===== src/design/flux_pll_bit_decoder_defines.svh =====
// Assertion macros for the flux PLL bit decoder.
// Included by the top level only; no other dependencies.
`ifndef FLUX_PLL_BIT_DECODER_DEFINES_SVH
`define FLUX_PLL_BIT_DECODER_DEFINES_SVH

// Same-cycle implication, disabled during reset.
`define FPBD_ASSERT_IMPLIES(label, clk, rst, ante, cons, msg) \
  label: assert property (@(posedge clk) disable iff (rst) (ante) |-> (cons)) else $error(msg);

// Next-cycle implication, disabled during reset.
`define FPBD_ASSERT_NEXT(label, clk, rst, ante, cons, msg) \
  label: assert property (@(posedge clk) disable iff (rst) (ante) |=> (cons)) else $error(msg);

`endif


===== src/design/fpbd_pkg.sv =====
// Package for the flux PLL bit decoder: field widths, register indexes,
// reset values and the sequencer state type. No dependencies.
`default_nettype none

package fpbd_pkg;

  localparam int INTERVAL_W = 16;
  localparam int CELL_W     = 20;
  localparam int GAIN_W     = 12;
  localparam int LIMIT_W    = 16;
  localparam int PHASE_W    = 24;
  localparam int BYTE_W     = 8;
  localparam int INDEX_W    = 16;
  localparam int CFG_IDX_W  = 2;
  localparam int CFG_DATA_W = 20;

  localparam logic [CELL_W-1:0]  CELL_RESET  = 20'd12288;
  localparam logic [GAIN_W-1:0]  GAIN_RESET  = 12'd410;
  localparam logic [LIMIT_W-1:0] LIMIT_RESET = 16'd65535;

  localparam logic signed [PHASE_W:0] PHASE_MAX = 25'sd8388607;
  localparam logic signed [PHASE_W:0] PHASE_MIN = -25'sd8388608;

  typedef enum logic [CFG_IDX_W-1:0] {
    REG_CELL  = 2'd0,
    REG_GAIN  = 2'd1,
    REG_LIMIT = 2'd2
  } fpbd_reg_t;

  typedef enum logic [2:0] {
    ST_IDLE,
    ST_CMP,
    ST_ERR,
    ST_MUL,
    ST_UPD,
    ST_BITS
  } fpbd_state_t;

endpackage

`default_nettype wire


===== src/design/fpbd_flux_if.sv =====
// Input channel of the flux PLL bit decoder: one flux interval word.
// Depends on fpbd_pkg.
`default_nettype none

interface fpbd_flux_if;
  import fpbd_pkg::*;

  logic                  valid;
  logic                  ready;
  logic [INTERVAL_W-1:0] flux_interval;
  logic                  track_start;

  modport source (output valid, flux_interval, track_start, input ready);
  modport sink   (input valid, flux_interval, track_start, output ready);
endinterface

`default_nettype wire


===== src/design/fpbd_byte_if.sv =====
// Output channel of the flux PLL bit decoder: one decoded byte word.
// Depends on fpbd_pkg.
`default_nettype none

interface fpbd_byte_if;
  import fpbd_pkg::*;

  logic               valid;
  logic               ready;
  logic [BYTE_W-1:0]  out_byte;
  logic [INDEX_W-1:0] byte_index;

  modport source (output valid, out_byte, byte_index, input ready);
  modport sink   (input valid, out_byte, byte_index, output ready);
endinterface

`default_nettype wire


===== src/design/flux_pll_bit_decoder.sv =====
// Flux interval decoder with a digital PLL: rounds intervals to bit cells,
// tracks phase, and packs bits into bytes.
// Depends on fpbd_pkg, fpbd_flux_if, fpbd_byte_if and the defines header.
// Usage:
//   flux_in  : valid/ready channel, one word per flux interval (sample count)
//              plus a track_start flag that clears phase, partial byte and
//              byte count before the interval is used.
//   byte_out : valid/ready channel, one word per completed byte with its index.
//   cfg_*    : write port for cell length (Q.8), PLL gain (Q12) and byte
//              limit; write only while the decoder is idle.
// Timing: flux_in.ready is high only in idle. An accepted interval runs
//   through one shared add/compare unit for three rounding compares, then
//   the error, multiply and phase update states, then one bit step per bit
//   cell (1 to 4); the next interval is taken only after the last bit step.
//   A byte appears in the output register in the cycle after its last bit.
//   Intervals past the byte limit are accepted in idle and produce nothing.
// Reset (rst, synchronous) restores the default registers and clears phase,
//   partial byte, bit and byte counters and the output valid flag.
// Stall: a finished byte waits in the output register while the next interval
//   is accepted; the bit stage holds only when a new byte meets a full register.
`default_nettype none
`include "flux_pll_bit_decoder_defines.svh"

module flux_pll_bit_decoder (
  input  wire                             clk,
  input  wire                             rst,
  fpbd_flux_if.sink                       flux_in,
  fpbd_byte_if.source                     byte_out,
  input  wire                             cfg_we,
  input  wire [fpbd_pkg::CFG_IDX_W-1:0]   cfg_index,
  input  wire [fpbd_pkg::CFG_DATA_W-1:0]  cfg_data
);
  import fpbd_pkg::*;

  // configuration
  logic [CELL_W-1:0]  cell_cfg;
  logic [GAIN_W-1:0]  gain_cfg;
  logic [LIMIT_W-1:0] limit_cfg;

  // architectural state
  logic [PHASE_W-1:0] phase_acc;
  logic [BYTE_W-1:0]  shift_byte;
  logic [2:0]         bit_counter;
  logic [INDEX_W-1:0] byte_counter;

  // sequencer and working registers
  fpbd_state_t         state, state_next;
  logic [1:0]          k;
  logic [INTERVAL_W-1:0] interval_r;
  logic signed [26:0]  num2;
  logic [22:0]         m;
  logic [2:0]          cells;
  logic signed [25:0]  err;
  logic signed [37:0]  prod;
  logic [2:0]          rem;

  // output register
  logic               out_valid;
  logic [BYTE_W-1:0]  out_byte_r;
  logic [INDEX_W-1:0] byte_index_r;

  // combinational
  logic               in_ready;
  logic               accept;
  logic               limit_hit;
  logic [CELL_W-1:0]  cell_eff;
  logic [PHASE_W-1:0] phase_eff;
  logic [INDEX_W-1:0] bytecnt_eff;
  logic [25:0]        num_w;
  logic [22:0]        m_sum;
  logic [21:0]        cc;
  logic signed [38:0] prod_w;
  logic signed [37:0] psum;
  logic signed [PHASE_W+1:0] phase_sum;
  logic               out_free;
  logic               wrap;
  logic               bit_go;
  logic               emit;
  logic [BYTE_W-1:0]  sb_new;

  assign cell_eff    = (cell_cfg == '0) ? CELL_W'(1) : cell_cfg;
  assign accept      = flux_in.valid && in_ready;
  assign phase_eff   = flux_in.track_start ? '0 : phase_acc;
  assign bytecnt_eff = flux_in.track_start ? '0 : byte_counter;
  assign limit_hit   = bytecnt_eff >= limit_cfg;

  // interval*256 + phase, both sides extended to 26 bits
  assign num_w = {2'b00, flux_in.flux_interval, 8'h00} + {{2{phase_eff[PHASE_W-1]}}, phase_eff};

  // shared add/compare: next odd multiple of the cell
  assign m_sum = m + {2'b00, cell_eff, 1'b0};

  always_comb begin
    unique case (cells)
      3'd2:    cc = {1'b0, cell_eff, 1'b0};
      3'd3:    cc = {1'b0, cell_eff, 1'b0} + {2'b00, cell_eff};
      3'd4:    cc = {cell_eff, 2'b00};
      default: cc = {2'b00, cell_eff};
    endcase
  end

  assign prod_w    = err * $signed({1'b0, gain_cfg});
  assign psum      = prod + 38'sd2048;
  // floor((prod + 2048) / 4096) is the upper bits of psum; two guard bits
  // keep the sum clear of wrap before saturation
  assign phase_sum = $signed({{2{phase_acc[PHASE_W-1]}}, phase_acc})
                   + $signed(psum[37:12]);

  assign out_free = !out_valid || byte_out.ready;
  assign wrap     = bit_counter == 3'd7;
  assign sb_new   = {shift_byte[BYTE_W-2:0], (rem == 3'd1)};

  // next state
  always_comb begin
    state_next = state;
    unique case (state)
      ST_IDLE: if (accept && !limit_hit) state_next = ST_CMP;
      ST_CMP:  if (k == 2'd2) state_next = ST_ERR;
      ST_ERR:  state_next = ST_MUL;
      ST_MUL:  state_next = ST_UPD;
      ST_UPD:  state_next = ST_BITS;
      ST_BITS: if (bit_go && rem == 3'd1) state_next = ST_IDLE;
      default: state_next = ST_IDLE;
    endcase
  end

  // sequencer outputs
  always_comb begin
    in_ready = 1'b0;
    bit_go   = 1'b0;
    emit     = 1'b0;
    unique case (state)
      ST_IDLE: in_ready = 1'b1;
      ST_BITS: begin
        bit_go = !wrap || out_free;
        emit   = wrap && out_free;
      end
      default: ;
    endcase
  end

  always_ff @(posedge clk) begin
    if (rst) begin
      state <= ST_IDLE;
    end else begin
      state <= state_next;
    end
  end

  // configuration registers
  always_ff @(posedge clk) begin
    if (rst) begin
      cell_cfg  <= CELL_RESET;
      gain_cfg  <= GAIN_RESET;
      limit_cfg <= LIMIT_RESET;
    end else if (cfg_we) begin
      priority case (cfg_index)
        REG_CELL:  cell_cfg  <= cfg_data;
        REG_GAIN:  gain_cfg  <= cfg_data[GAIN_W-1:0];
        REG_LIMIT: limit_cfg <= cfg_data[LIMIT_W-1:0];
        default: ;
      endcase
    end
  end

  // decoder state
  always_ff @(posedge clk) begin
    if (rst) begin
      phase_acc    <= '0;
      shift_byte   <= '0;
      bit_counter  <= '0;
      byte_counter <= '0;
    end else begin
      if (accept && flux_in.track_start) begin
        phase_acc    <= '0;
        shift_byte   <= '0;
        bit_counter  <= '0;
        byte_counter <= '0;
      end
      if (state == ST_UPD) begin
        if (phase_sum > PHASE_MAX)      phase_acc <= PHASE_MAX[PHASE_W-1:0];
        else if (phase_sum < PHASE_MIN) phase_acc <= PHASE_MIN[PHASE_W-1:0];
        else                            phase_acc <= phase_sum[PHASE_W-1:0];
      end
      if (bit_go) begin
        bit_counter <= bit_counter + 3'd1;
        if (wrap) begin
          shift_byte   <= '0;
          byte_counter <= byte_counter + INDEX_W'(1);
        end else begin
          shift_byte   <= sb_new;
        end
      end
    end
  end

  // working registers, no reset needed
  always_ff @(posedge clk) begin
    unique case (state)
      ST_IDLE: begin
        interval_r <= flux_in.flux_interval;
        num2       <= {num_w, 1'b0};
        m          <= {3'b000, cell_eff};
        cells      <= 3'd1;
        k          <= 2'd0;
      end
      ST_CMP: begin
        // count of odd half-cell multiples that num reaches (2*num against odd cell multiples)
        m <= m_sum;
        k <= k + 2'd1;
        if (num2 >= $signed({4'b0000, m_sum})) cells <= cells + 3'd1;
      end
      ST_ERR:  err  <= $signed({2'b00, interval_r, 8'h00}) - $signed({4'b0000, cc});
      ST_MUL:  prod <= prod_w[37:0];
      ST_UPD:  rem  <= cells;
      ST_BITS: if (bit_go) rem <= rem - 3'd1;
      default: ;
    endcase
  end

  // output register
  always_ff @(posedge clk) begin
    if (rst) begin
      out_valid <= 1'b0;
    end else if (emit) begin
      out_valid <= 1'b1;
    end else if (byte_out.ready) begin
      out_valid <= 1'b0;
    end
  end

  always_ff @(posedge clk) begin
    if (emit) begin
      out_byte_r   <= sb_new;
      byte_index_r <= byte_counter;
    end
  end

  assign flux_in.ready       = in_ready;
  assign byte_out.valid      = out_valid;
  assign byte_out.out_byte   = out_byte_r;
  assign byte_out.byte_index = byte_index_r;

  `FPBD_ASSERT_IMPLIES(a_bits_left, clk, rst, state == ST_BITS, rem != 3'd0, "bit stage with no bits left")
  `FPBD_ASSERT_IMPLIES(a_cells_range, clk, rst, state == ST_ERR, cells >= 3'd1 && cells <= 3'd4, "cell count out of range")
  `FPBD_ASSERT_NEXT(a_index_step, clk, rst, emit, byte_counter == 16'($past(byte_counter) + 16'd1) && byte_out.valid, "byte index did not advance")

endmodule

`default_nettype wire


===== src/flat_wrapper.sv =====
// flat-port wrapper written by rule: the top's interface ports become plain ports
module flux_pll_bit_decoder_flat import fpbd_pkg::*;
  (clk, rst, cfg_we, cfg_index, cfg_data, flux_in_valid, flux_in_flux_interval, flux_in_track_start, flux_in_ready, byte_out_valid, byte_out_out_byte, byte_out_byte_index, byte_out_ready);
  fpbd_flux_if flux_in_i ();
  fpbd_byte_if byte_out_i ();
  input  wire clk;
  input  wire rst;
  input  wire cfg_we;
  input  wire [fpbd_pkg::CFG_IDX_W-1:0] cfg_index;
  input  wire [fpbd_pkg::CFG_DATA_W-1:0] cfg_data;
  input wire logic [$bits(flux_in_i.valid)-1:0] flux_in_valid;
  input wire logic [$bits(flux_in_i.flux_interval)-1:0] flux_in_flux_interval;
  input wire logic [$bits(flux_in_i.track_start)-1:0] flux_in_track_start;
  output wire logic [$bits(flux_in_i.ready)-1:0] flux_in_ready;
  output wire logic [$bits(byte_out_i.valid)-1:0] byte_out_valid;
  output wire logic [$bits(byte_out_i.out_byte)-1:0] byte_out_out_byte;
  output wire logic [$bits(byte_out_i.byte_index)-1:0] byte_out_byte_index;
  input wire logic [$bits(byte_out_i.ready)-1:0] byte_out_ready;
  assign flux_in_i.valid = flux_in_valid;
  assign flux_in_i.flux_interval = flux_in_flux_interval;
  assign flux_in_i.track_start = flux_in_track_start;
  assign flux_in_ready = flux_in_i.ready;
  assign byte_out_valid = byte_out_i.valid;
  assign byte_out_out_byte = byte_out_i.out_byte;
  assign byte_out_byte_index = byte_out_i.byte_index;
  assign byte_out_i.ready = byte_out_ready;
  flux_pll_bit_decoder u_core (.clk(clk), .rst(rst), .flux_in(flux_in_i), .byte_out(byte_out_i), .cfg_we(cfg_we), .cfg_index(cfg_index), .cfg_data(cfg_data));
endmodule

===== config.mk =====
export PLATFORM = sky130hd
export DESIGN_NAME = flux_pll_bit_decoder_flat
export DESIGN_NICKNAME = d
export VERILOG_FILES = /design/src/design/fpbd_pkg.sv /design/src/design/fpbd_flux_if.sv /design/src/design/fpbd_byte_if.sv /design/src/design/flux_pll_bit_decoder.sv /design/src/flat_wrapper.sv
export VERILOG_INCLUDE_DIRS = /design/src /design/src/design
export SDC_FILE = /design/constraint.sdc
export NUM_CORES = 1
export LEC_CHECK = 0
export ABC_AREA = 1
export BUFFER_PORTS_ARGS = -buffer_cell sky130_fd_sc_hd__buf_4
export CORE_ASPECT_RATIO = 0.6
export CORE_MARGIN = 2
export CORE_UTILIZATION = 45
export CTS_CLUSTER_SIZE = 12
export DETAILED_ROUTE_END_ITERATION = 16
export GPL_TIMING_DRIVEN = 0
export PLACE_DENSITY = 0.63
export SKIP_CTS_REPAIR_TIMING = 1
export SLEW_MARGIN = 40
export SYNTH_ARGS = -nofsm -noshare
export SYNTH_HDL_FRONTEND = slang
export SYNTH_SLANG_ARGS = --single-unit

===== constraint.sdc =====
create_clock -name clk -period 7.4 [get_ports clk]
set_clock_uncertainty 0.2 [all_clocks]
set_input_delay 0.74 -clock clk [delete_from_list [all_inputs] [get_ports clk]]
set_output_delay 0.74 -clock clk [all_outputs]
set_load 0.02 [all_outputs]

==> results.sh <==
export IMPL_nFillCells=5971
export IMPL_dp_hpwl_um=71400
export IMPL_tns_ns=0
export IMPL_die_x_um=324
export IMPL_clk_pin_slew_worst_paths_ns=0.07
export IMPL_startpoint_type="flip-flop"
export IMPL_grt_pass1_wl_um=132000
export IMPL_cp_required_ns=7.56
export IMPL_clock_sinks=251
export IMPL_num_io_pins=70
export IMPL_cts_buffers_inserted=25
export IMPL_final_cell_mix="nand2_1, inv_1, fa_1"
export IMPL_grt_busiest_layer="met1"
export IMPL_gp_congestion=0.970
export IMPL_synth_edf_count=149
export IMPL_grt_use_met1=0.437
export IMPL_slew_headroom=0.407
export IMPL_min_period_over_period=0.957
export IMPL_via_count=23900
export IMPL_synth_ff_type="edfxtp_1"
export IMPL_clkLatencyLatePin_ns=0.56
export IMPL_syn_to_final_growth_pct=8.71
export IMPL_drive_above_1_share=0.0413
export IMPL_crit_path_end_kind="flip-flop"
export IMPL_grt_max_degree=34
export IMPL_use_met3=0.120
export IMPL_leakagePower_nw=15.3
export IMPL_fmax_ghz=0.141
export IMPL_multi_input_area_um2=17900
export IMPL_regToRegEndpoint="u_core.prod[34]"
export IMPL_max_cap_violations=0
export IMPL_min_period_ns=7.08
export IMPL_cts_tree="done"
export IMPL_viasPerCell=5.19
export IMPL_first_global_vias=22100
export IMPL_tightest_slew_ns=0.890
export IMPL_portBuffers=69
export IMPL_grt_met2_usage=0.322
export IMPL_power_density_nw_per_um2=436
export IMPL_antenna_cells=0
export IMPL_initial_core_util=0.455
export IMPL_reg2reg_slack_ns=0.32
export IMPL_first_pass_iters=6
export IMPL_wl_um=84800
export IMPL_r2r_start="u_core.gain_cfg[3]"
export IMPL_ys_types=51
export IMPL_layout_commonest_cell="nand2_1"
export IMPL_wl_per_cell_um=18.4
export IMPL_critPathLaunch="u_core.gain_cfg[3]"
export IMPL_rr_worst_depth=19
export IMPL_final_nets=4301
export IMPL_min_delay_start="flux_in_flux_interval[13]"
export IMPL_die_area_um2=63700
export IMPL_min_to="u_core.interval_r[13]"
export IMPL_avgSynthCellArea_um2=7.59
export IMPL_core_area_um2=60900
export IMPL_async_flop_share=0
export IMPL_fp_row_count=70
export IMPL_yosysSeqAreaShare=0.235
export IMPL_fp_dieH_um=196
export IMPL_final_util=0.495
export IMPL_ant_nets=0
export IMPL_overflow=0
export IMPL_critPathKind="reg -> reg"
export IMPL_status="completed"
export IMPL_critPathArrivalTime_ns=7.24
export IMPL_syn_area_um2=27700
export IMPL_rsz0062_at_grt="false"
export IMPL_vdd_drop_max_v=0.000468
export IMPL_synthCells=3652
export IMPL_grt_total_usage=0.269
export IMPL_ys_warn_count=0
export IMPL_cts_path_max_buffers=3
export IMPL_worstPathMaxFanout=10
export IMPL_seqCellArea_um2=6520
export IMPL_first_iter_violations=2781
export IMPL_setup_viol=0
export IMPL_cts_root_buf="clkbuf_16"
export IMPL_hold_viol_final=0
export IMPL_drc=0
export IMPL_ys_ff_latch=251
export IMPL_final_max_slew_viol_count=0
export IMPL_antenna_found_initial=0
export IMPL_h_tree_depth=1
export IMPL_hold_class="in -> reg"
export IMPL_whs_path_depth=1
export IMPL_synthesis_nets=4196
[layout make-up]
| cell class | instances | share of cell area |
|---|---|---|
| Buffer | 119 | 0.0162 |
| Clock buffer | 44 | 0.0239 |
| Clock inverter | 2 | 0.00129 |
| Inverter | 757 | 0.0943 |
| Multi-Input combinational cell | 2525 | 0.594 |
| Sequential cell | 251 | 0.216 |
| Tap cell | 828 | 0.0344 |
| Timing Repair Buffer | 78 | 0.0197 |
[layer usage]
metal | wire length (um) | vias to the layer above
met1 | 42000 | 11100
met5 | 96 | -
met2 | 28900 | 1149
met3 | 13200 | 54
met4 | 654 | 2
li1 | - | 11600
[metrics by stage]
step           setup WS (ns)  hold slack, ns  std cells  area [um2]  power [mW]
5_1_grt               0.0849           0.172       4604       30100        14.2
6_report               0.319           0.183       4604       30100        13.1
3_3_place_gp           0.537           0.216       4549       29300        11.5
4_1_cts                0.526           0.173       4604       30100        12.8
2_1_floorplan           1.96           0.208       3652       27700        8.28
3_5_place_dp           0.557           0.216       4558       29400        11.5
[worst max-delay path by stage]
stage,slack [ns],to
after floorplan,1.96,u_core.prod[37]
after detailed placement,0.56,u_core.prod[34]
final,0.32,u_core.prod[34]
after CTS,0.53,u_core.prod[34]
after global placement,0.54,u_core.prod[34]
after global routing,0.08,u_core.prod[24]
[logic make-up (layout without fill, tap and decap cells)]
kind of cell / after synthesis / after routing / synth area share
buffers and inverters: 876 / 1000 / 0.120
AND/OR/NAND/NOR: 1414 / 1414 / 0.209
XOR/XNOR: 119 / 119 / 0.0376
flip-flops: 251 / 251 / 0.235
AO/OA/AOI/OAI: 492 / 492 / 0.0991
adder cells (fa/ha/maj): 500 / 500 / 0.299
[registers in the layout, indices dropped and copies added (netlist names), 7 cells and up]
register and count:
u_core.m 23, u_core.byte_counter 16, u_core.byte_out.out_byte 8, u_core.interval_r 16, u_core.shift_byte 7, u_core.cell_cfg 20, u_core.limit_cfg 16, u_core.gain_cfg 12
u_core.phase_acc 24, u_core.num2 26, u_core.prod 27, u_core.byte_out.byte_index 16, u_core.err 25
[cell usage after synthesis (6+ instances only)]
| master | instances | area share |
|---|---|---|
| a21oi_1 | 229 | 0.041 |
| fa_1 | 271 | 0.20 |
| o21bai_1 | 15 | 0.0041 |
| edfxtp_1 | 149 | 0.16 |
| a221oi_1 | 9 | 0.0028 |
| nor2_1 | 253 | 0.034 |
| inv_1 | 750 | 0.10 |
| xnor2_1 | 40 | 0.013 |
| o211ai_1 | 26 | 0.0070 |
| clkbuf_1 | 103 | 0.014 |
| a21o_1 | 16 | 0.0043 |
| a31oi_1 | 10 | 0.0023 |
| inv_2 | 6 | 0.00081 |
| nand4_1 | 28 | 0.0063 |
| nand3_1 | 134 | 0.024 |
| nand2_2 | 7 | 0.0016 |
| nand2_1 | 912 | 0.12 |
| nand3b_1 | 14 | 0.0038 |
| nor4_1 | 11 | 0.0025 |
| ha_1 | 229 | 0.10 |
| dfxtp_1 | 102 | 0.074 |
| nor3_1 | 34 | 0.0061 |
| buf_2 | 7 | 0.0013 |
| o21ai_0 | 149 | 0.027 |
| xor2_1 | 79 | 0.025 |
| o2111ai_1 | 6 | 0.0019 |
| a211oi_1 | 6 | 0.0016 |
[where the power goes]
group	leakage (nW)	switching [mW]	internal [mW]
sequential	2.28	0.105	2.03
clock	0.365	0.568	0.692
combinational	12.7	6.59	3.17
[worst max-delay path, cell delays in order, from the launching register on]
cell	delay [ns]
dfxtp_1	0.30
clkbuf_1	0.53
clkbuf_1	0.57
nand2_1	0.17
fa_1	0.57
inv_1	0.06
fa_1	0.52
inv_1	0.05
fa_1	0.49
inv_1	0.05
fa_1	0.46
fa_1	0.50
ha_1	0.43
a21oi_1	0.53
o21ai_0	0.16
o21bai_1	0.38
nand3_1	0.15
nand3_1	0.21
a21oi_1	0.25
xor2_1	0.29
Note: power is estimated with default switching activity, not from simulation.
